[src/cite_pkg.sv]
// ----------------------------------------------------------------------------
// cite_pkg
// Shared types, sizes and mnemonic tables for the C-instruction text encoder.
// ----------------------------------------------------------------------------
package cite_pkg;

    localparam int SECTION_CHARS = 3;
    localparam int TEXT_W        = 8 * SECTION_CHARS;
    localparam int LEN_W         = $clog2(SECTION_CHARS + 1);

    localparam logic [7:0] CH_EQ   = 8'h3D;  // '='
    localparam logic [7:0] CH_SEMI = 8'h3B;  // ';'
    localparam logic [7:0] CH_J    = 8'h4A;  // 'J'
    localparam logic [7:0] CH_NUL  = 8'h00;

    localparam logic [2:0] C_PREFIX = 3'b111;

    typedef logic [TEXT_W-1:0] t_text;
    typedef logic [LEN_W-1:0]  t_len;

    typedef enum logic [1:0] {
        SEC_LEAD = 2'd0,  // first section
        SEC_MID  = 2'd1,  // after '='
        SEC_TAIL = 2'd2,  // after '=' and ';'
        SEC_JUMP = 2'd3   // after ';' with no '='
    } t_section;

    // token state as seen after the current character
    typedef struct packed {
        t_text    lead;
        t_text    mid;
        t_text    tail;
        t_section section;
        logic     too_long;
        logic     jump_off;
    } t_tok;

    typedef struct packed {
        logic       hit;
        logic [2:0] val;
    } t_hit3;

    typedef struct packed {
        logic       hit;
        logic [6:0] val;
    } t_hit7;

    function automatic t_hit3 dest_lookup(input t_text txt);
        t_hit3 r;
        r = '{hit: 1'b1, val: 3'd0};
        case (txt)
            t_text'(24'h004D44): r.val = 3'd3;  // MD
            t_text'(24'h00414D): r.val = 3'd5;  // AM
            t_text'(24'h004144): r.val = 3'd6;  // AD
            t_text'(24'h414D44): r.val = 3'd7;  // AMD
            t_text'(24'h000041): r.val = 3'd4;  // A
            t_text'(24'h00004D): r.val = 3'd1;  // M
            t_text'(24'h000044): r.val = 3'd2;  // D
            default:             r.hit = 1'b0;
        endcase
        return r;
    endfunction

    function automatic t_hit7 comp_lookup(input t_text txt);
        t_hit7 r;
        r = '{hit: 1'b1, val: 7'd0};
        case (txt)
            t_text'(24'h000041): r.val = 7'h30;  // A
            t_text'(24'h00004D): r.val = 7'h70;  // M
            t_text'(24'h000044): r.val = 7'h0C;  // D
            t_text'(24'h000030): r.val = 7'h2A;  // 0
            t_text'(24'h000031): r.val = 7'h3F;  // 1
            t_text'(24'h002D31): r.val = 7'h3A;  // -1
            t_text'(24'h002144): r.val = 7'h0D;  // !D
            t_text'(24'h002141): r.val = 7'h31;  // !A
            t_text'(24'h002D44): r.val = 7'h0F;  // -D
            t_text'(24'h002D41): r.val = 7'h33;  // -A
            t_text'(24'h442B31): r.val = 7'h1F;  // D+1
            t_text'(24'h412B31): r.val = 7'h37;  // A+1
            t_text'(24'h442D31): r.val = 7'h0E;  // D-1
            t_text'(24'h412D31): r.val = 7'h32;  // A-1
            t_text'(24'h442B41): r.val = 7'h02;  // D+A
            t_text'(24'h442D41): r.val = 7'h13;  // D-A
            t_text'(24'h412D44): r.val = 7'h07;  // A-D
            t_text'(24'h442641): r.val = 7'h00;  // D&A
            t_text'(24'h447C41): r.val = 7'h15;  // D|A
            t_text'(24'h00214D): r.val = 7'h71;  // !M
            t_text'(24'h002D4D): r.val = 7'h73;  // -M
            t_text'(24'h4D2B31): r.val = 7'h77;  // M+1
            t_text'(24'h4D2D31): r.val = 7'h72;  // M-1
            t_text'(24'h442B4D): r.val = 7'h42;  // D+M
            t_text'(24'h442D4D): r.val = 7'h53;  // D-M
            t_text'(24'h4D2D44): r.val = 7'h47;  // M-D
            t_text'(24'h44264D): r.val = 7'h40;  // D&M
            t_text'(24'h447C4D): r.val = 7'h55;  // D|M
            default:             r.hit = 1'b0;
        endcase
        return r;
    endfunction

    function automatic t_hit3 jump_lookup(input t_text txt);
        t_hit3 r;
        r = '{hit: 1'b1, val: 3'd0};
        case (txt)
            t_text'(24'h4A4D50): r.val = 3'd7;  // JMP
            t_text'(24'h4A4C54): r.val = 3'd4;  // JLT
            t_text'(24'h4A4C45): r.val = 3'd6;  // JLE
            t_text'(24'h4A4754): r.val = 3'd1;  // JGT
            t_text'(24'h4A4745): r.val = 3'd3;  // JGE
            t_text'(24'h4A4551): r.val = 3'd2;  // JEQ
            t_text'(24'h4A4E45): r.val = 3'd5;  // JNE
            default:             r.hit = 1'b0;
        endcase
        return r;
    endfunction

endpackage

[src/cite_accum.sv]
// ----------------------------------------------------------------------------
// cite_accum
// Section tracker and text collector; shows the token state after the
// current character and clears itself when a last beat is taken.
// ----------------------------------------------------------------------------
module cite_accum
    import cite_pkg::*;
(
    input  logic       i_clk,
    input  logic       i_rst_n,
    input  logic       i_step,
    input  logic [7:0] i_ch,
    input  logic       i_last,
    output t_tok       o_tok
);

    t_text    r_lead, r_mid, r_tail;
    t_len     r_len;
    t_section r_section;
    logic     r_too_long, r_jump_off;

    t_text    n_lead, n_mid, n_tail;
    t_len     n_len;
    t_section n_section;
    logic     n_too_long, n_jump_off;

    logic is_eq, is_semi, in_jump, full;

    always_comb begin
        n_lead     = r_lead;
        n_mid      = r_mid;
        n_tail     = r_tail;
        n_len      = r_len;
        n_section  = r_section;
        n_too_long = r_too_long;
        n_jump_off = r_jump_off;

        is_eq   = (i_ch == CH_EQ) && (r_section == SEC_LEAD);
        is_semi = (i_ch == CH_SEMI) && (r_section == SEC_LEAD || r_section == SEC_MID);
        in_jump = (r_section == SEC_TAIL) || (r_section == SEC_JUMP);
        full    = (r_len >= t_len'(SECTION_CHARS));

        if (is_eq || is_semi) begin
            // a trailing sign is simply dropped
            if (!i_last) begin
                if (is_eq) begin
                    n_section = SEC_MID;
                end else if (r_section == SEC_LEAD) begin
                    n_section = SEC_JUMP;
                end else begin
                    n_section = SEC_TAIL;
                end
                n_len = '0;
            end
        end else begin
            if (in_jump && r_len == '0 && !r_jump_off && i_ch != CH_J) begin
                n_jump_off = 1'b1;
            end
            if (!(in_jump && n_jump_off)) begin
                if (i_ch == CH_NUL || full) begin
                    n_too_long = 1'b1;
                end else begin
                    n_len = r_len + t_len'(1);
                    if (in_jump) begin
                        n_tail = {r_tail[TEXT_W-9:0], i_ch};
                    end else if (r_section == SEC_MID) begin
                        n_mid = {r_mid[TEXT_W-9:0], i_ch};
                    end else begin
                        n_lead = {r_lead[TEXT_W-9:0], i_ch};
                    end
                end
            end
        end
    end

    assign o_tok = '{lead: n_lead, mid: n_mid, tail: n_tail, section: n_section,
                     too_long: n_too_long, jump_off: n_jump_off};

    always_ff @(posedge i_clk) begin
        if (!i_rst_n) begin
            r_lead     <= '0;
            r_mid      <= '0;
            r_tail     <= '0;
            r_len      <= '0;
            r_section  <= SEC_LEAD;
            r_too_long <= 1'b0;
            r_jump_off <= 1'b0;
        end else if (i_step) begin
            if (i_last) begin
                r_lead     <= '0;
                r_mid      <= '0;
                r_tail     <= '0;
                r_len      <= '0;
                r_section  <= SEC_LEAD;
                r_too_long <= 1'b0;
                r_jump_off <= 1'b0;
            end else begin
                r_lead     <= n_lead;
                r_mid      <= n_mid;
                r_tail     <= n_tail;
                r_len      <= n_len;
                r_section  <= n_section;
                r_too_long <= n_too_long;
                r_jump_off <= n_jump_off;
            end
        end
    end

endmodule

[src/cite_decode.sv]
// ----------------------------------------------------------------------------
// cite_decode
// Mnemonic lookup and word assembly for a finished token.
// ----------------------------------------------------------------------------
module cite_decode
    import cite_pkg::*;
(
    input  t_tok        i_tok,
    output logic [15:0] o_code,
    output logic        o_error
);

    logic  has_dest, has_jump;
    t_hit3 dest_r, jump_r;
    t_hit7 comp_r;
    logic  err;

    always_comb begin
        has_dest = (i_tok.section == SEC_MID) || (i_tok.section == SEC_TAIL);
        has_jump = ((i_tok.section == SEC_TAIL) || (i_tok.section == SEC_JUMP))
                   && !i_tok.jump_off;

        dest_r = dest_lookup(i_tok.lead);
        comp_r = comp_lookup(has_dest ? i_tok.mid : i_tok.lead);
        jump_r = jump_lookup(i_tok.tail);

        err = i_tok.too_long || !comp_r.hit
              || (has_dest && !dest_r.hit) || (has_jump && !jump_r.hit);

        o_error = err;
        if (err) begin
            o_code = '0;
        end else begin
            o_code = {C_PREFIX, comp_r.val,
                      has_dest ? dest_r.val : 3'd0,
                      has_jump ? jump_r.val : 3'd0};
        end
    end

endmodule

[src/c_instruction_text_encoder.sv]
// ----------------------------------------------------------------------------
// c_instruction_text_encoder
// Character-serial encoder for C-instruction tokens (dest=comp;jump).
// ----------------------------------------------------------------------------
//  channel | valid      | ready      | payload           | beat carries
//  --------+------------+------------+-------------------+----------------------
//  input   | i_in_valid | o_in_ready | i_ch, i_last      | one token character
//  output  | o_out_valid| i_out_ready| o_code, o_error   | one encoded word
//
//  One character per cycle, save for the stall described below. A character
//  is held in the input register, then updates the section state; a last
//  character also writes the encoded word into the output register in that
//  same cycle.
//  Reset (synchronous, active low) empties both registers and the token state.
//  Only a last character needs the output slot: while a word is held
//  unread, a waiting last character stalls the input; others flow on.
// ----------------------------------------------------------------------------
module c_instruction_text_encoder
    import cite_pkg::*;
(
    input  logic        i_clk,
    input  logic        i_rst_n,
    input  logic        i_in_valid,
    output logic        o_in_ready,
    input  logic [7:0]  i_ch,
    input  logic        i_last,
    output logic        o_out_valid,
    input  logic        i_out_ready,
    output logic [15:0] o_code,
    output logic        o_error
);

    // input register
    logic        r_in_valid;
    logic [7:0]  r_in_ch;
    logic        r_in_last;

    // output register
    logic        r_out_valid;
    logic [15:0] r_code;
    logic        r_error;

    logic        advance;
    t_tok        tok;
    logic [15:0] dec_code;
    logic        dec_error;

    // a held character moves on unless it is a last one facing a full slot
    assign advance    = r_in_valid && (!r_in_last || !r_out_valid || i_out_ready);
    assign o_in_ready = !r_in_valid || advance;

    cite_accum u_accum (
        .i_clk   (i_clk),
        .i_rst_n (i_rst_n),
        .i_step  (advance),
        .i_ch    (r_in_ch),
        .i_last  (r_in_last),
        .o_tok   (tok)
    );

    cite_decode u_decode (
        .i_tok   (tok),
        .o_code  (dec_code),
        .o_error (dec_error)
    );

    always_ff @(posedge i_clk) begin
        if (!i_rst_n) begin
            r_in_valid <= 1'b0;
        end else if (o_in_ready) begin
            r_in_valid <= i_in_valid;
        end
        if (o_in_ready && i_in_valid) begin
            r_in_ch   <= i_ch;
            r_in_last <= i_last;
        end
    end

    always_ff @(posedge i_clk) begin
        if (!i_rst_n) begin
            r_out_valid <= 1'b0;
        end else if (advance && r_in_last) begin
            r_out_valid <= 1'b1;
        end else if (i_out_ready) begin
            r_out_valid <= 1'b0;
        end
        if (advance && r_in_last) begin
            r_code  <= dec_code;
            r_error <= dec_error;
        end
    end

    assign o_out_valid = r_out_valid;
    assign o_code      = r_code;
    assign o_error     = r_error;

    // input stalls only for a last character behind an unread word
    a_stall_cause: assert property (@(posedge i_clk) disable iff (!i_rst_n)
        !o_in_ready |-> (r_in_valid && r_in_last && r_out_valid && !i_out_ready))
        else $error("input stalled without a blocked last character");

    // an error word carries no code bits
    a_err_zero: assert property (@(posedge i_clk) disable iff (!i_rst_n)
        (o_out_valid && o_error) |-> (o_code == 16'h0000))
        else $error("error word with nonzero code");

    // a good word always has the C-instruction prefix
    a_prefix: assert property (@(posedge i_clk) disable iff (!i_rst_n)
        (o_out_valid && !o_error) |-> (o_code[15:13] == C_PREFIX))
        else $error("good word without C prefix");

    // a word is produced exactly when a last character moves on
    a_word_load: assert property (@(posedge i_clk) disable iff (!i_rst_n)
        (advance && r_in_last) |=> o_out_valid)
        else $error("last character did not load a word");

endmodule

[config.mk]
export PLATFORM = sky130hd
export DESIGN_NAME = c_instruction_text_encoder
export DESIGN_NICKNAME = d
export VERILOG_FILES = /design/src/cite_pkg.sv /design/src/cite_accum.sv /design/src/cite_decode.sv /design/src/c_instruction_text_encoder.sv
export SDC_FILE = /design/constraint.sdc
export NUM_CORES = 1
export LEC_CHECK = 0
export BUFFER_PORTS_ARGS = -buffer_cell sky130_fd_sc_hd__clkbuf_2
export CAP_MARGIN = 20
export CORE_ASPECT_RATIO = 0.9
export CORE_UTILIZATION = 31
export CTS_CLUSTER_DIAMETER = 60
export DETAILED_ROUTE_END_ITERATION = 8
export GPL_ROUTABILITY_DRIVEN = 0
export PLACE_DENSITY = 0.46
export SLEW_MARGIN = 15
export SYNTH_ARGS = -nofsm -noshare
export SYNTH_HDL_FRONTEND = slang
export SYNTH_HIERARCHICAL = 1
export SYNTH_SLANG_ARGS = --single-unit
[constraint.sdc]
create_clock -name i_clk -period 5.9 [get_ports i_clk]
set_input_delay 0.59 -clock i_clk [delete_from_list [all_inputs] [get_ports i_clk]]
set_output_delay 0.59 -clock i_clk [all_outputs]
set_load 0.01 [all_outputs]
==> summary.md <==
| Metric | Value |
|---|---|
| Ant. Diodes | `0` |
| Sw Ratio | `roughly a quarter` |
| CTS Hold Buffers Added | `0` |
| Initial Util | `around a third` |
| CP endpoint kind | `register` |
| First-pass GRT wire length | `about 27000 um` |
| Max Cap Viol | `0` |
| Hpwl dp | `11900 um` |
| Setup Buffers After CTS | `0` |
| Hold path cells | `1` |
| Most used cell, CP | `nor2_1` |
| Commonest non-fill, non-tap cell in the layout | `dfxtp_1` |
| Layout area overhead | `9.65%` |
| Synth unique cells | `90` |
| CP Data Arrival Time | `around 5.3 ns` |
| Top-Level Pins | `32` |
| Total vias in the final route | `approximately 5000` |
| Total grt overflow | `0` |
| Outcome | `finished, final reports clean` |
| Fin. max-slew vios | `0` |
| Rel. slew slack | `between 30% and 40%` |
| Adder-Cell Fraction of Synth Area | `less than 1%` |
| Root Buffer | `clkbuf_16` |
| Req. time, crit path | `5.96 ns` |
| Pint | `between 1 and 1.5 mW` |
| Post-synthesis mux area share | `between 10% and 20%` |
| Max clock buf depth | `2` |
| Cell row count | `between 40 and 50` |
| Hold crit path type | `input pin to register` |
| DR WL/cell | `~19 um` |
| Gr usage total | `between 15 and 20%` |
| WP buf/inv | `2` |
| Final instance area | `around 0.0070 mm2` |
| WL final | `approximately 17000 um` |
| DP Area | `about 0.0066 mm2` |
| Number of buffers created by CTS | `9` |
| Most frequent cells in the layout | `dfxtp_1 (80), mux2_2 (72), a22o_1 (66)` |
| Simple-gate area share of the yosys netlist | `a little over a fifth` |
| Hold_sp | `i_last` |
| Final min period | `between 5 and 6 ns` |
| Core area | `0.0200 mm2` |
| Initial antenna violation count | `0` |
| Dpl ws | `0.400 ns` |
| Post-Place Cells | `865` |
| Lkg Pwr | `~2.6 nW` |
| Max stage delay on crit path | `slightly below 0.8 ns` |
| Worst-case reg-to-reg path depth | `15` |
| R2r endpoint | `o_code[15]` |
| CTS tree | `done` |
| Number of fill cells | `2005` |
| Synthesized flop and latch total | `106` |
| Final worst setup slack | `approximately 0.71 ns` |
| Number of routed nets with antenna violations | `0` |
| Overall Power | `between 1.5 and 2 mW` |
| TritonRoute pass-1 iters | `5` |
| WHS | `between 0.4 and 0.5 ns` |
| Post-layout util | `a little over a third` |
| Worst-path fanout max | `42` |
| First DRT Iteration DRCs | `approximately 350` |
| Delay-heaviest family, CP | `simple AND/OR/NAND/NOR gates` |
| Post-Synth XOR/XNOR Area | `less than 1%` |
| Post-Layout Cell Count | `about 880` |
| Vias in the first global route | `between 4000 and 5000` |
| Predominant post-synthesis flop cell | `dfxtp_1` |
| Sink Count | `between 100 and 150` |
| Crit path cell chain | `or2_2 > a211o_1 > nand2b_1 > nor2_1 > xor2_1 > inv_1 > ha_2 > buf_4 > nor3_1 > o22ai_2 > o22ai_1 > a211oi_2 > o2111ai_2 > nor4_4 > nor2_1` |
| Least-Margin Pin Slew | `just over 1 ns` |
| Nets | `between 600 and 700` |
| Synthesized area | `about 0.0064 mm2` |
| Die extent in x | `~150 um` |
| Via-per-instance ratio | `~5.7` |
| Reg2Reg Setup Slack | `roughly 0.71 ns` |
| Setup TNS | `0 ns` |
| Die Y | `138 um` |
| IR drop worst, VDD | `around 120 uV` |
| Port Buf Inserts | `31` |
| Warnings from Yosys | `6` |
| Clock slew at reported path FFs | `approximately 0.08 ns` |
| Final-report hold violation count | `0` |
| Die area | `0.0212 mm2` |
| Flop pwr share | `48.0%` |
| DRC viols | `0` |
| Fin crit share | `approximately 88%` |
| Clk Latency, worst-skew pair | `between 0.3 and 0.4 ns` |
| Largest net degree at the start of global routing | `43` |
| Critical-path top delay cell | `ha_2` |
| Switch Pwr | `372 uW` |
| Unrepaired setup endpoints after global routing | `false` |
| Post-CTS sizing | `0` |
| Reg-to-reg startpoint | `r_in_ch[6]` |
| Seq/Total Area, Yosys | `~37%` |
| Final Setup Violations | `0` |
| Ys async rst share | `0%` |
| Startpoint class of the critical path | `register` |
| Peak Freq | `approximately 190 MHz` |
| H-tree Lvls | `3` |
| Number of synthesized flops with an enable pin | `26` |
| Worst Hold End | `r_in_last` |
| Power per standard cell area | `227 mW/mm2` |
| Mapped Nets | `between 600 and 700` |
| Comb pwr share | `7.1%` |
| Synth Instances | `609` |
| Mean area per synthesized cell | `approximately 10 um2` |
| CP Class | `register to register` |
| Final Skew | `0.0105 ns` |
| Clock network fraction of total power | `between 40% and 50%` |
| Largest family of logic cells by synthesized area | `compound AO/OA/AOI/OAI gates` |
| Post-synthesis compound-gate area fraction | `21.9%` |
| Fraction of layout cells with a size suffix above 1 | `about 29%` |
## final cells by class
class                      count  area, um2  share of cell area, %
multi-input combinational    451       3660                   52.3
tap                          255        319                   4.56
timing repair buffer          43        245                   3.51
clock inverter                 7        125                   1.79
inverter                      10       37.5                  0.537
sequential                   106       2380                   34.1
clock buffer                   9        225                   3.22
## sequential cells by signal (all words and copies together), names as in the netlist, 2 cells and up
signal and count:
o_code 16, r_in_ch 8, u_accum/r_lead 24, u_accum/r_len 2, u_accum/r_mid 24, u_accum/r_section 2
u_accum/r_tail 24
## power by group through the flow
stage	logic (mW)	clock network [mW]	registers [mW]
finish	0.113	0.710	0.761
CTS	0.112	0.732	0.761
detailed placement	0.112	0	0.778
global placement	0.111	0	0.778
global route	0.123	0.759	0.763
floorplan	0.0802	0	0.776
## cells in the mapped netlist, drive strengths merged, types with 13 or more instances
cell type | count | share of area, %
nor4 | 14 | 1.9
nand2 | 22 | 1.3
buf | 34 | 4.4
nor3b | 14 | 1.9
dfxtp | 80 | 25
o22ai | 15 | 2.3
edfxtp | 26 | 12
nor3 | 29 | 2.5
a22o | 72 | 10
mux2 | 72 | 13
nor2 | 44 | 2.7
a21oi | 13 | 1.1
## how the worst max path moves through the flow
stage	from	end	cells past startpoint	slack, ns
finish	r_in_ch[6]	o_code[15]	15	0.71
global route	r_in_ch[6]	o_code[15]	14	0.31
CTS	r_in_ch[6]	o_code[15]	15	0.37
detailed placement	r_in_ch[6]	o_code[15]	15	0.40
global placement	r_in_ch[6]	o_code[13]	15	0.58
floorplan	r_in_ch[1]	o_code[14]	18	1.62
## metal layers
metal | global-route usage, % | up-vias | share of wire (%)
li1 | - | 2410 | -
met1 | 23.2 | 2414 | 50
met2 | 23.5 | 152 | 43
met3 | 2.79 | 30 | 5.0
met4 | 6.22 | 0 | 2.2
met5 | 0 | - | 0
## cells by family after synthesis
logic type / count (synthesis)
AOI/OAI and AO/OA: 165
xor gates and xnor gates: 3
adders and majority gates: 4
buffers and inverters: 52
DFF: 106
muxes: 74
and+or+nand+nor: 205
## worst reg2reg max path, delay by kind of cell, from the launching register on
kind            cells  cell delay (ns)
flops               1             0.56
fa+ha+maj           1             0.77
xor+xnor            1             0.21
simple gates        6             1.79
compound gates      5             1.19
buf+inv             2             0.37
No activity file was read; power rests on OpenSTA's default activity.
